File: config.mk
export PLATFORM = sky130hd
export DESIGN_NAME = bf3_fifo
export DESIGN_NICKNAME = d
export VERILOG_FILES = /design/src/rtl/bf3_pkg.sv /design/src/rtl/bf3_fifo.sv
export SDC_FILE = /design/constraint.sdc
export NUM_CORES = 1
export LEC_CHECK = 0
export BUFFER_PORTS_ARGS = -buffer_cell sky130_fd_sc_hd__buf_2
export CAP_MARGIN = 25
export CORE_MARGIN = 10
export CORE_UTILIZATION = 51
export DETAILED_ROUTE_END_ITERATION = 6
export GPL_ROUTABILITY_DRIVEN = 0
export PLACE_DENSITY = 0.78
export SYNTH_ARGS = -nofsm -noshare
export SYNTH_HDL_FRONTEND = slang
export SYNTH_SLANG_ARGS = --single-unit
File: constraint.sdc
create_clock -name i_clk -period 1.96 [get_ports i_clk]
set_input_delay 0 -clock i_clk [delete_from_list [all_inputs] [get_ports i_clk]]
set_output_delay 0 -clock i_clk [all_outputs]
set_load 0.005 [all_outputs]
File: src/rtl/bf3_pkg.sv
`default_nettype none

package bf3_pkg;

    // Frame limits; line store depth and cursor widths follow from these
    localparam int MAX_WIDTH  = 1024;
    localparam int MAX_HEIGHT = 1024;

    localparam int PIX_W  = 8;
    localparam int CFG_W  = 11;
    localparam int COL_W  = $clog2(MAX_WIDTH);
    // input row runs up to height + 1 while draining
    localparam int ROW_W  = $clog2(MAX_HEIGHT + 2);
    localparam int DIM_W  = $clog2(MAX_WIDTH + 1);
    localparam int HGT_W  = $clog2(MAX_HEIGHT + 1);
    // window sum of nine pixels
    localparam int SUM_W  = $clog2(9 * 255 + 1);

    // Register defaults
    localparam logic [CFG_W-1:0] FRAME_WIDTH_RST  = CFG_W'(640);
    localparam logic [CFG_W-1:0] FRAME_HEIGHT_RST = CFG_W'(480);

    // Register indexes
    localparam logic REG_FRAME_WIDTH  = 1'b0;
    localparam logic REG_FRAME_HEIGHT = 1'b1;

    // Input commands
    localparam logic CMD_PIXEL = 1'b0;
    localparam logic CMD_FLUSH = 1'b1;

    // Queue between front and back
    localparam int QUEUE_DEPTH = 2;

    typedef struct packed {
        logic             command;
        logic [PIX_W-1:0] pixel_in;
    } t_in_item;

    typedef struct packed {
        logic [PIX_W-1:0] pixel_out;
        logic             last_of_frame;
    } t_out_item;

    // Per-item control worked out by the front
    typedef struct packed {
        logic       pre;        // sum taken from window before the shift
        logic       produced;   // item yields an output pixel
        logic       last;       // final output of the frame
        logic [2:0] col_mask;   // window columns inside the frame
        logic [2:0] row_mask;   // window rows inside the frame
    } t_ctl;

    typedef struct packed {
        t_ctl             ctl;
        logic [PIX_W-1:0] up_px;
        logic [PIX_W-1:0] mid_px;
        logic [PIX_W-1:0] new_px;
    } t_q_item;

endpackage

`default_nettype wire

File: src/rtl/bf3_fifo.sv
`default_nettype none

module bf3_fifo (
    input  wire logic             i_clk,
    input  wire logic             i_rst_n,
    input  wire logic             i_push,
    input  wire bf3_pkg::t_q_item i_push_data,
    output logic                  o_ready,
    output logic                  o_valid,
    output bf3_pkg::t_q_item      o_data,
    input  wire logic             i_pop
);

    localparam int PTR_W = (bf3_pkg::QUEUE_DEPTH > 1) ? $clog2(bf3_pkg::QUEUE_DEPTH) : 1;
    localparam int CNT_W = $clog2(bf3_pkg::QUEUE_DEPTH + 1);

    bf3_pkg::t_q_item r_slot [bf3_pkg::QUEUE_DEPTH];
    logic [PTR_W-1:0] r_wr_ptr;
    logic [PTR_W-1:0] r_rd_ptr;
    logic [CNT_W-1:0] r_count;

    logic push_ok;
    logic pop_ok;

    assign o_ready = (32'(r_count) < 32'(bf3_pkg::QUEUE_DEPTH));
    assign o_valid = (r_count != '0);
    assign o_data  = r_slot[r_rd_ptr];
    assign push_ok = i_push && o_ready;
    assign pop_ok  = i_pop && o_valid;

    // Pointers and fill level
    always_ff @(posedge i_clk) begin
        if (!i_rst_n) begin
            r_wr_ptr <= '0;
            r_rd_ptr <= '0;
            r_count  <= '0;
        end else begin
            if (push_ok) begin
                r_wr_ptr <= (32'(r_wr_ptr) == bf3_pkg::QUEUE_DEPTH - 1) ? '0
                                                                       : r_wr_ptr + PTR_W'(1);
            end
            if (pop_ok) begin
                r_rd_ptr <= (32'(r_rd_ptr) == bf3_pkg::QUEUE_DEPTH - 1) ? '0
                                                                       : r_rd_ptr + PTR_W'(1);
            end
            if (push_ok && !pop_ok) begin
                r_count <= r_count + CNT_W'(1);
            end else if (pop_ok && !push_ok) begin
                r_count <= r_count - CNT_W'(1);
            end
        end
    end

    // Slot storage
    always_ff @(posedge i_clk) begin
        if (push_ok) begin
            r_slot[r_wr_ptr] <= i_push_data;
        end
    end

endmodule

`default_nettype wire

==> impl_results.md <==
- Maximum vdd ir drop: 0.741 mV
- Remaining global-route overflow: 0
- Post-Synthesis Cells: 126
- Crit path kind: reg2reg
- Die Span X: 91.5 um
- Post-CTS setup buffer count: 0
- Combinational power share: 25.0%
- TritonCTS Sinks: 71
- Syn. warnings: 0
- Top-level I/O count: 72
- CP Data Arrival Time: 1.80 ns
- Number of violations reported at the end of detailed-routing iteration 0: 125
- Final antenna-violating net count: 0
- Period minus WS final: 1.54 ns
- Vias in the first global route: 1773
- Filler cell count in the final layout: 293
- Synthesized area: 2600 um2
- Highest-count cells in the layout ignoring fill and taps: 71 x sky130_fd_sc_hd__buf_2, 66 x sky130_fd_sc_hd__edfxtp_1, 34 x sky130_fd_sc_hd__dlygate4sd3_1
- Switch Pwr: 1100 uW
- Number of iterations in the first detailed-routing pass: 4
- Largest clock skew in the final design: 0.00623 ns
- Relative slew margins: 80.7%
- Power consumption: 4300 uW
- Delay contributed by the slowest stage of the critical path: 0.38 ns
- Estimated wirelength of the detail-placed design: 3730 um
- First-pass GRT wire length: 9030 um
- Number of standard-cell rows in the floorplan: 25
- Final routed wire length divided by cell count: 17.5 um
- Area of the die: 8360 um2
- Unrepaired setup endpoints after global routing: no
- Number of cell instances on the worst register-to-register path: 4
- Relative contribution of sequential cells to total power: 46.1%
- Maximum level of the CTS H-tree: 3
- Deepest clock path buffer count: 2
- Worst-path cell with the longest stage delay: sky130_fd_sc_hd__or3_1
- Highest net fanout along the worst path: 6
- Pin count of the biggest net entering global routing: 21
- Upper clock frequency limit: 648 MHz
- Core area: 4850 um2
- Clock-pin slew of the registers on the worst-case setup and hold paths: 0.07 ns
- Final max-slew violation count: 0
- Antenna cells: 0
- Yosys reg bits: 71
- Share of cells above drive strength 1: 50.6%
- Hold depth: 4
- Final core occ: 74.6%
- Net count after synthesis: 164
- TritonCTS clock tree: built
- Category of the worst setup path launch point: flop
- Total internal power: 3190 uW
- Worst-margin pin slew: 0.289 ns
- Gate family responsible for the most delay along the worst path: simple AND/OR/NAND/NOR gates
- Clk Latency, worst-skew pair: 0.33 ns
- Final setup TNS: 0 ns
- Most common library cell in the layout ignoring fill and taps: sky130_fd_sc_hd__buf_2
- Routed via count divided by cell count: 4.78
- Clock tree root buffer cell: sky130_fd_sc_hd__clkbuf_8
- Run status: completed
- Effective utilization at floorplan: 53.7%
- Top post-synthesis cells by area: sky130_fd_sc_hd__edfxtp_1 76%, sky130_fd_sc_hd__mux2_2 14%, sky130_fd_sc_hd__dfxtp_1 3.8%, sky130_fd_sc_hd__and2_1 0.96%, sky130_fd_sc_hd__xnor2_1 0.67%
- Cell breakdown of the critical path: nor2b_1 -> ha_1 -> or3_1 -> a21boi_1
- Sw frac: 25.7%
- Path class of the lowest-slack min-delay path: in2reg
- Levels on crit path: 4
- Worst Hold Slack: 0.187 ns
- Power per standard cell area: 1190 nW/um2
- Remaining DRCs: 0
- Count of unique library cells instantiated by Yosys: 18
- Final WL: 5540 um
- CP Capture Type: flop
- GRT Total Usage: 13.8%
- Number of hold violations in the final report: 0
- Number of failing setup endpoints in the final timing report: 0
- Final instance count without filler cells: 316
- Dpl cells: 266
- Post-route fraction of the period consumed by the critical path: 78.7%
- Net count, final: 282
- Sequential area share after synthesis: 80.0%
- Reported max-cap violation count: 0
- CTS buffer count: 9
- Combined buffer and inverter count along the critical path: 0
- Static Leakage: 0.00138 uW
- Port Buffers: 71
- Area Growth Syn to Fin: 38.9%
- Total via count in the routed design: 1511
- Initial antenna violation count: 0
- Worst EP required: 2.22 ns
- Post-synth top area cell: sky130_fd_sc_hd__edfxtp_1
- Clock network fraction of design power: 28.9%
- Average instance area after synthesis: 20.7 um2
- Portion of synthesized cell area occupied by the leading cell type: 76.1%
- Vertical extent of the die: 91.5 um
[flip-flops by register name (all words and copies together), names as in the netlist, named ones only]
register and cells:
r_count 2, r_slot 66, r_wr_ptr 1, r_rd_ptr 1
[path summary, 6_finish.rpt]
check                          start                      end  slack (ns)
min                            i_pop    r_rd_ptr$_SDFFE_PN0P_        0.19
max          r_count[1]$_SDFFE_PN0P_  r_count[1]$_SDFFE_PN0P_        0.42
max reg2reg  r_count[1]$_SDFFE_PN0P_  r_count[1]$_SDFFE_PN0P_        0.42
min reg2reg  r_count[1]$_SDFFE_PN0P_  r_count[1]$_SDFFE_PN0P_        0.57
[power groups by stage]
stage                     Combinational (uW)  Clock, uW  Sequential (uW)
after floorplan                          613          0             1990
after global placement                   991          0             2000
after detailed placement                1030          0             2020
after CTS                               1090       1250             1980
after global routing                    1180       1330             2000
final                                   1070       1240             1980
[logic make-up (layout without fill, tap and decap cells)]
family          Yosys count  count (layout)  share of synthesized area [%]
buf+inv                   5             128                           1.10
mux                      33              33                           14.3
xor+xnor                  3               3                           1.01
compound gates            4               4                          0.961
flops                    71              71                           80.0
fa+ha+maj                 1               1                          0.480
simple gates              9               9                           2.21
[per-layer routing]
layer  global-route usage [%]  vias up  part of all wire, %
met5                        0        -                    0
met4                     6.27        0                  1.2
met3                     4.77        6                  5.4
met2                     24.1       41                   54
met1                     14.5      738                   40
li1                         -      726                    -
[worst min-delay path, stage by stage]
cell and delay (ns):
sky130_fd_sc_hd__buf_2 0.08, sky130_fd_sc_hd__o21ai_1 0.10, sky130_fd_sc_hd__xnor2_1 0.19, sky130_fd_sc_hd__and2_1 0.12
[cell usage after synthesis, drive strengths merged]
library cell / count
edfxtp: 66
and2b: 1
ha: 1
a21boi: 1
o21a: 1
mux2: 33
nor2b: 2
o21ai: 2
inv: 1
xnor2: 2
or3: 1
or2: 1
and2: 4
dfxtp: 5
buf: 4
xor2: 1
[layout make-up]
class	count	area, um2	area share [%]
Timing Repair Buffer	111	741	20.5
Tap cell	67	83.8	2.32
Clock inverter	6	85.1	2.35
Clock buffer	10	128	3.53
Multi-Input combinational cell	50	493	13.6
Sequential cell	71	2080	57.6
Inverter	1	3.75	0.104
[metrics by stage]
step                      setup slack, ns  cell area [um2]
after CTS                           0.439             3620
after floorplan                     0.196             2600
final                               0.417             3620
after detailed placement            0.456             3060
after global routing                0.363             3620
after global placement              0.587             3060
[timing repair]
item | CTS | global route
hold buffers | 34 | 0
gates resized for setup | 0 | 0
hold endpoints to repair | 71 | 0
(Power assumes the default switching activity.)
