===== config.mk =====
export PLATFORM = sky130hd
export DESIGN_NAME = bf3_back
export DESIGN_NICKNAME = d
export VERILOG_FILES = /design/src/rtl/bf3_pkg.sv /design/src/rtl/bf3_back.sv
export SDC_FILE = /design/constraint.sdc
export NUM_CORES = 1
export LEC_CHECK = 0
export ABC_CLOCK_PERIOD_IN_PS = 14650
export BUFFER_PORTS_ARGS = -buffer_cell sky130_fd_sc_hd__buf_2
export CAP_MARGIN = 0
export CORE_MARGIN = 3
export CORE_UTILIZATION = 65
export CTS_CLUSTER_SIZE = 25
export DETAILED_ROUTE_END_ITERATION = 8
export HOLD_SLACK_MARGIN = 0.15
export PLACE_DENSITY = 0.84
export SYNTH_ARGS = -nofsm -noshare
export SYNTH_HDL_FRONTEND = slang
export SYNTH_SLANG_ARGS = --single-unit
export TNS_END_PERCENT = 30

===== constraint.sdc =====
create_clock -name i_clk -period 14.65 [get_ports i_clk]
set_clock_uncertainty 0.05 [all_clocks]
set_input_delay 0.7325 -clock i_clk [delete_from_list [all_inputs] [get_ports i_clk]]
set_output_delay 0.7325 -clock i_clk [all_outputs]
set_load 0.05 [all_outputs]

===== src/rtl/bf3_pkg.sv =====
`default_nettype none

package bf3_pkg;

    // Frame limits; line store depth and cursor widths follow from these
    localparam int MAX_WIDTH  = 1024;
    localparam int MAX_HEIGHT = 1024;

    localparam int PIX_W  = 8;
    localparam int CFG_W  = 11;
    localparam int COL_W  = $clog2(MAX_WIDTH);
    // input row runs up to height + 1 while draining
    localparam int ROW_W  = $clog2(MAX_HEIGHT + 2);
    localparam int DIM_W  = $clog2(MAX_WIDTH + 1);
    localparam int HGT_W  = $clog2(MAX_HEIGHT + 1);
    // window sum of nine pixels
    localparam int SUM_W  = $clog2(9 * 255 + 1);

    // Register defaults
    localparam logic [CFG_W-1:0] FRAME_WIDTH_RST  = CFG_W'(640);
    localparam logic [CFG_W-1:0] FRAME_HEIGHT_RST = CFG_W'(480);

    // Register indexes
    localparam logic REG_FRAME_WIDTH  = 1'b0;
    localparam logic REG_FRAME_HEIGHT = 1'b1;

    // Input commands
    localparam logic CMD_PIXEL = 1'b0;
    localparam logic CMD_FLUSH = 1'b1;

    // Queue between front and back
    localparam int QUEUE_DEPTH = 2;

    typedef struct packed {
        logic             command;
        logic [PIX_W-1:0] pixel_in;
    } t_in_item;

    typedef struct packed {
        logic [PIX_W-1:0] pixel_out;
        logic             last_of_frame;
    } t_out_item;

    // Per-item control worked out by the front
    typedef struct packed {
        logic       pre;        // sum taken from window before the shift
        logic       produced;   // item yields an output pixel
        logic       last;       // final output of the frame
        logic [2:0] col_mask;   // window columns inside the frame
        logic [2:0] row_mask;   // window rows inside the frame
    } t_ctl;

    typedef struct packed {
        t_ctl             ctl;
        logic [PIX_W-1:0] up_px;
        logic [PIX_W-1:0] mid_px;
        logic [PIX_W-1:0] new_px;
    } t_q_item;

endpackage

`default_nettype wire


===== src/rtl/bf3_back.sv =====
`default_nettype none

module bf3_back (
    input  wire logic             i_clk,
    input  wire logic             i_rst_n,
    input  wire logic             i_valid,
    input  wire bf3_pkg::t_q_item i_data,
    output logic                  o_pop,
    output logic                  o_out_valid,
    input  wire logic             i_out_ready,
    output bf3_pkg::t_out_item    o_out_data
);

    // floor(s / 9) as (s * 7282) >> 16, exact for every window sum
    localparam int DIV_MUL   = 7282;
    localparam int DIV_SHIFT = 16;
    localparam int MUL_W     = bf3_pkg::SUM_W + $clog2(DIV_MUL + 1);

    // 3x3 window, index row*3+col, row 0 on top, col 2 newest
    logic [bf3_pkg::PIX_W-1:0] r_win [9];
    logic [bf3_pkg::PIX_W-1:0] n_win [9];

    logic                      r_b1_valid;
    logic [bf3_pkg::SUM_W-1:0] r_b1_sum;
    logic                      r_b1_last;
    logic                      r_out_valid;
    bf3_pkg::t_out_item        r_out_data;

    logic                      b1_go;
    logic [bf3_pkg::SUM_W-1:0] sum;
    logic [MUL_W-1:0]          prod;

    assign b1_go = r_b1_valid && (!r_out_valid || i_out_ready);
    assign o_pop = i_valid && (!r_b1_valid || b1_go);

    // Window after the shift
    always_comb begin
        for (int r = 0; r < 3; r++) begin
            n_win[r*3+0] = r_win[r*3+1];
            n_win[r*3+1] = r_win[r*3+2];
        end
        n_win[2] = i_data.up_px;
        n_win[5] = i_data.mid_px;
        n_win[8] = i_data.new_px;
    end

    // Masked sum over the window before or after the shift
    always_comb begin
        sum = '0;
        for (int r = 0; r < 3; r++) begin
            for (int c = 0; c < 3; c++) begin
                if (i_data.ctl.row_mask[r] && i_data.ctl.col_mask[c]) begin
                    sum = sum + bf3_pkg::SUM_W'(i_data.ctl.pre ? r_win[r*3+c]
                                                               : n_win[r*3+c]);
                end
            end
        end
    end

    always_ff @(posedge i_clk) begin
        if (!i_rst_n) begin
            for (int i = 0; i < 9; i++) begin
                r_win[i] <= '0;
            end
        end else if (o_pop) begin
            r_win <= n_win;
        end
    end

    // Sum stage
    always_ff @(posedge i_clk) begin
        if (!i_rst_n) begin
            r_b1_valid <= 1'b0;
        end else if (o_pop) begin
            r_b1_valid <= i_data.ctl.produced;
        end else if (b1_go) begin
            r_b1_valid <= 1'b0;
        end
    end

    always_ff @(posedge i_clk) begin
        if (o_pop) begin
            r_b1_sum  <= sum;
            r_b1_last <= i_data.ctl.last;
        end
    end

    // Divide by nine into the output register
    assign prod = MUL_W'(r_b1_sum) * MUL_W'(DIV_MUL);

    always_ff @(posedge i_clk) begin
        if (!i_rst_n) begin
            r_out_valid <= 1'b0;
        end else if (b1_go) begin
            r_out_valid <= 1'b1;
        end else if (i_out_ready) begin
            r_out_valid <= 1'b0;
        end
    end

    always_ff @(posedge i_clk) begin
        if (b1_go) begin
            r_out_data.pixel_out     <= bf3_pkg::PIX_W'(prod >> DIV_SHIFT);
            r_out_data.last_of_frame <= r_b1_last;
        end
    end

    assign o_out_valid = r_out_valid;
    assign o_out_data  = r_out_data;

endmodule

`default_nettype wire


==> run summary <==
Logic synthesis
* synth unique cells: 63
* xor-xnor portion of the synthesized cell area: 4.95%
* number of nets produced by synthesis: 1359
* cell types with the largest area share after synthesis: sky130_fd_sc_hd__ha_1, sky130_fd_sc_hd__dfxtp_1, sky130_fd_sc_hd__mux2_2
* average instance area after synthesis: 8.54 um2
* post-synthesis sequential area ratio: 21.7%
* number of enable flip-flop cells after synthesis: 22
* leading area contributor after synthesis: sky130_fd_sc_hd__ha_1
* multiplexer share of the synthesized area: 10.8%
* post-synthesis share of cell area spent on full adders, half adders and majority gates: 24.2%
* share of flip-flops with an asynchronous set or reset: 0%
* area fraction in and, or, nand and nor cells after synthesis: 13.6%
* top flip-flop cell by instance count after synthesis: sky130_fd_sc_hd__dfxtp_1
* area share of the largest cell type after synthesis: 16.4%
* mapped cell area: 9860 um2
* number of storage elements in the synthesis netlist: 96
* fraction of the mapped netlist area in compound gates: 19.1%
* cells after synthesis: 1155
* count of warnings emitted by yosys: 0
* main combinational cell family by area after synthesis: adder cells

Layout
* number of fillers in the final layout: 1128
* most common library cell in the layout ignoring fill and taps: sky130_fd_sc_hd__nand2_1
* fraction of final layout cells with drive strength greater than 1: 14.2%
* Nets: 1381
* commonest non-fill, non-tap cells in the layout: sky130_fd_sc_hd__nand2_1, sky130_fd_sc_hd__ha_1, sky130_fd_sc_hd__inv_1
* final instance area: 10500 um2
* total inserted antenna cells: 0
* Layout area overhead: 6.38%
* fin cells: 1366
* final cell utilization of the core: 71.3%

Critical path
* startpoint type of the worst setup path: primary input
* Worst setup EP type: flop
* Arr. time, crit path: 10120 ps
* master of the slowest instance on the critical path: sky130_fd_sc_hd__buf_4
* RR Endpoint: r_b1_sum[11]
* Critical Setup Path Class: primary input to flop
* cell depth of the worst flop-to-flop path: 46
* setup slack, reg-to-reg: 5210 ps
* worst-path fanout max: 52
* maximum single-stage delay on the critical path: 620 ps
* Required @ worst endpoint: 14710 ps
* Worst path most repeated cell: sky130_fd_sc_hd__o21ai_0
* critical register-to-register path startpoint: n_win[64]

Job
* max-capacitance violation count: 0

Run status
* run status: finished clean

Routing
* WL final: 20500 um
* post-DR wirelength/cell: 15.0 um
* via-per-instance ratio: 5.74
* DR pass1 iterations: 5
* via total after detailed routing: 7836
* post-route ant nets: 0
* number of design-rule violations left by the first detailed-router iteration: 468
* DRC errors left: 0

Timing
* final hold slack: 374 ps
* slew of the pin with the lowest slew margin: 931 ps
* final-report setup violation count: 0
* final number of max-transition violations: 0
* Final Critical Period: 10070 ps
* remaining max-slew budget at the tightest pin: 38.0%
* Fin Setup TNS: 0 ps
* peak clock frequency supported by timing: 0.0993 GHz
* portion of the clock cycle consumed by the worst path in the final layout: 68.7%
* setup repair after global routing missed its margin: no
* final hold violation count: 0

Clock network
* number of buffers inserted by post-CTS setup repair: 0
* cts repair resizes: 0
* count of hold-fix buffers inserted at cts: 0
* H-tree depth: 3
* clock tree from TritonCTS: yes
* count of clock tree sinks: 96
* cell chosen for the clock root: sky130_fd_sc_hd__clkbuf_16
* deepest clock path buffer count: 2
* Clock transition at path regs: 70 ps
* clock buffers created by TritonCTS: 9
* clock latency at the later pin of the worst-skew pair: 360 ps

Global routing
* via count of the first global-routing pass: 7626
* total global routing track utilization: 25.9%
* antenna violations before repair: 0
* grt total ovfl: 0
* wire length of the first global-routing pass: 35700 um
* maximum number of pins on one net before global-route repair: 86

Placement
* routability-driven placement congestion ratio: 0.874
* Placement Cell Area: 10200 um2
* placed instance count: 1350
* hpwl dp: 15900 um
* IO Port Bufs: 47

Floorplanning
* Die Area: 16700 um2
* Die Height: 129 um
* Chip Width: 129 um
* Initial Util: 67.1%
* io pins: 48
* floorplan core area: 14700 um2
* Rows: 44

Min path
* hold endpoint: o_out_data[0]
* start point of the worst hold path: r_b1_last
* path type of the worst min-delay path: flop to flop
* number of cells on the worst hold path: 0

Power
* areal power density over the cells: 144 nW/um2
* IR Drop Worst-Case VDD: 0.133 mV
* leakage power: 4.82 nW

==> per-stage QoR <==
| step | setup WS [ps] | power [mW] |
|---|---|---|
| after global placement | 4430 | 1.22 |
| final | 4580 | 1.51 |
| after global routing | 3560 | 1.68 |
| after floorplan | 4910 | 1.07 |
| after CTS | 4630 | 1.52 |
| after detailed placement | 4310 | 1.28 |
==> layout make-up <==
cell class	instances	area, um2	share of cell area, %
timing repair buffer	51	268	2.55
inverter	104	390	3.72
clock buffer	9	225	2.15
clock inverter	7	61.3	0.585
sequential	96	2140	20.4
multi-input combinational	915	7170	68.4
tap	184	230	2.20
==> power by group <==
part	switching (mW)	internal [mW]	total, mW
Clock	0.111	0.118	0.229
Sequential	0.0177	0.322	0.340
Combinational	0.528	0.415	0.943
Total	0.656	0.856	1.51
==> metal layers <==
metal	share of wire, %	up-vias	track usage, %
met5	0	-	0
met2	47	150	44.0
met3	3.6	26	2.43
met4	1.5	0	7.54
li1	-	4024	-
met1	48	3636	35.4
==> cells in the mapped netlist (all sizes together), types with 5 or more instances <==
library cell / count
a21o: 19
nor3: 15
o31ai: 5
inv: 104
dfxtp: 74
mux2: 77
o21bai: 9
o31a: 5
o21ai: 63
o21a: 15
nor2b: 16
a21oi: 55
mux2i: 20
ha: 129
and2: 9
fa: 38
nand2: 195
nor2: 64
a211oi: 10
a31oi: 5
edfxtp: 22
xnor2: 43
a21boi: 77
clkbuf: 30
xor2: 8
buf: 10
==> flip-flops by register name, indices dropped and copies added, names as in the netlist <==
signal	flops
o_out_data	9
n_win	48
r_b1_sum	12
r_b1_valid	1
r_b1_last	1
r_win	24
o_out_valid	1
==> kinds of logic after synthesis <==
kind of cell / after synthesis
DFF: 96
and+or+nand+nor: 319
xor gates and xnor gates: 51
buffers and inverters: 144
adders and majority gates: 168
AOI/OAI and AO/OA: 280
muxes: 97
==> worst max-delay path by stage <==
stage	start	endpoint	cells after the start
2_1_floorplan	i_data[32]	r_b1_sum[11]	48
3_3_place_gp	i_data[32]	r_b1_sum[11]	47
3_5_place_dp	i_data[32]	r_b1_sum[11]	48
4_1_cts	i_data[32]	r_b1_sum[11]	48
5_1_grt	i_data[32]	r_b1_sum[11]	47
6_report	i_data[32]	r_b1_sum[11]	48
==> critical path: cells and delay by family <==
kind                     cells  cell delay, ps
AO/OA/AOI/OAI               25            4120
adder cells (fa/ha/maj)      9            3060
buffers and inverters        5            1090
AND/OR/NAND/NOR              5             460
XOR/XNOR                     3             370
multiplexers                 1             250
(Power assumes the default switching activity.)
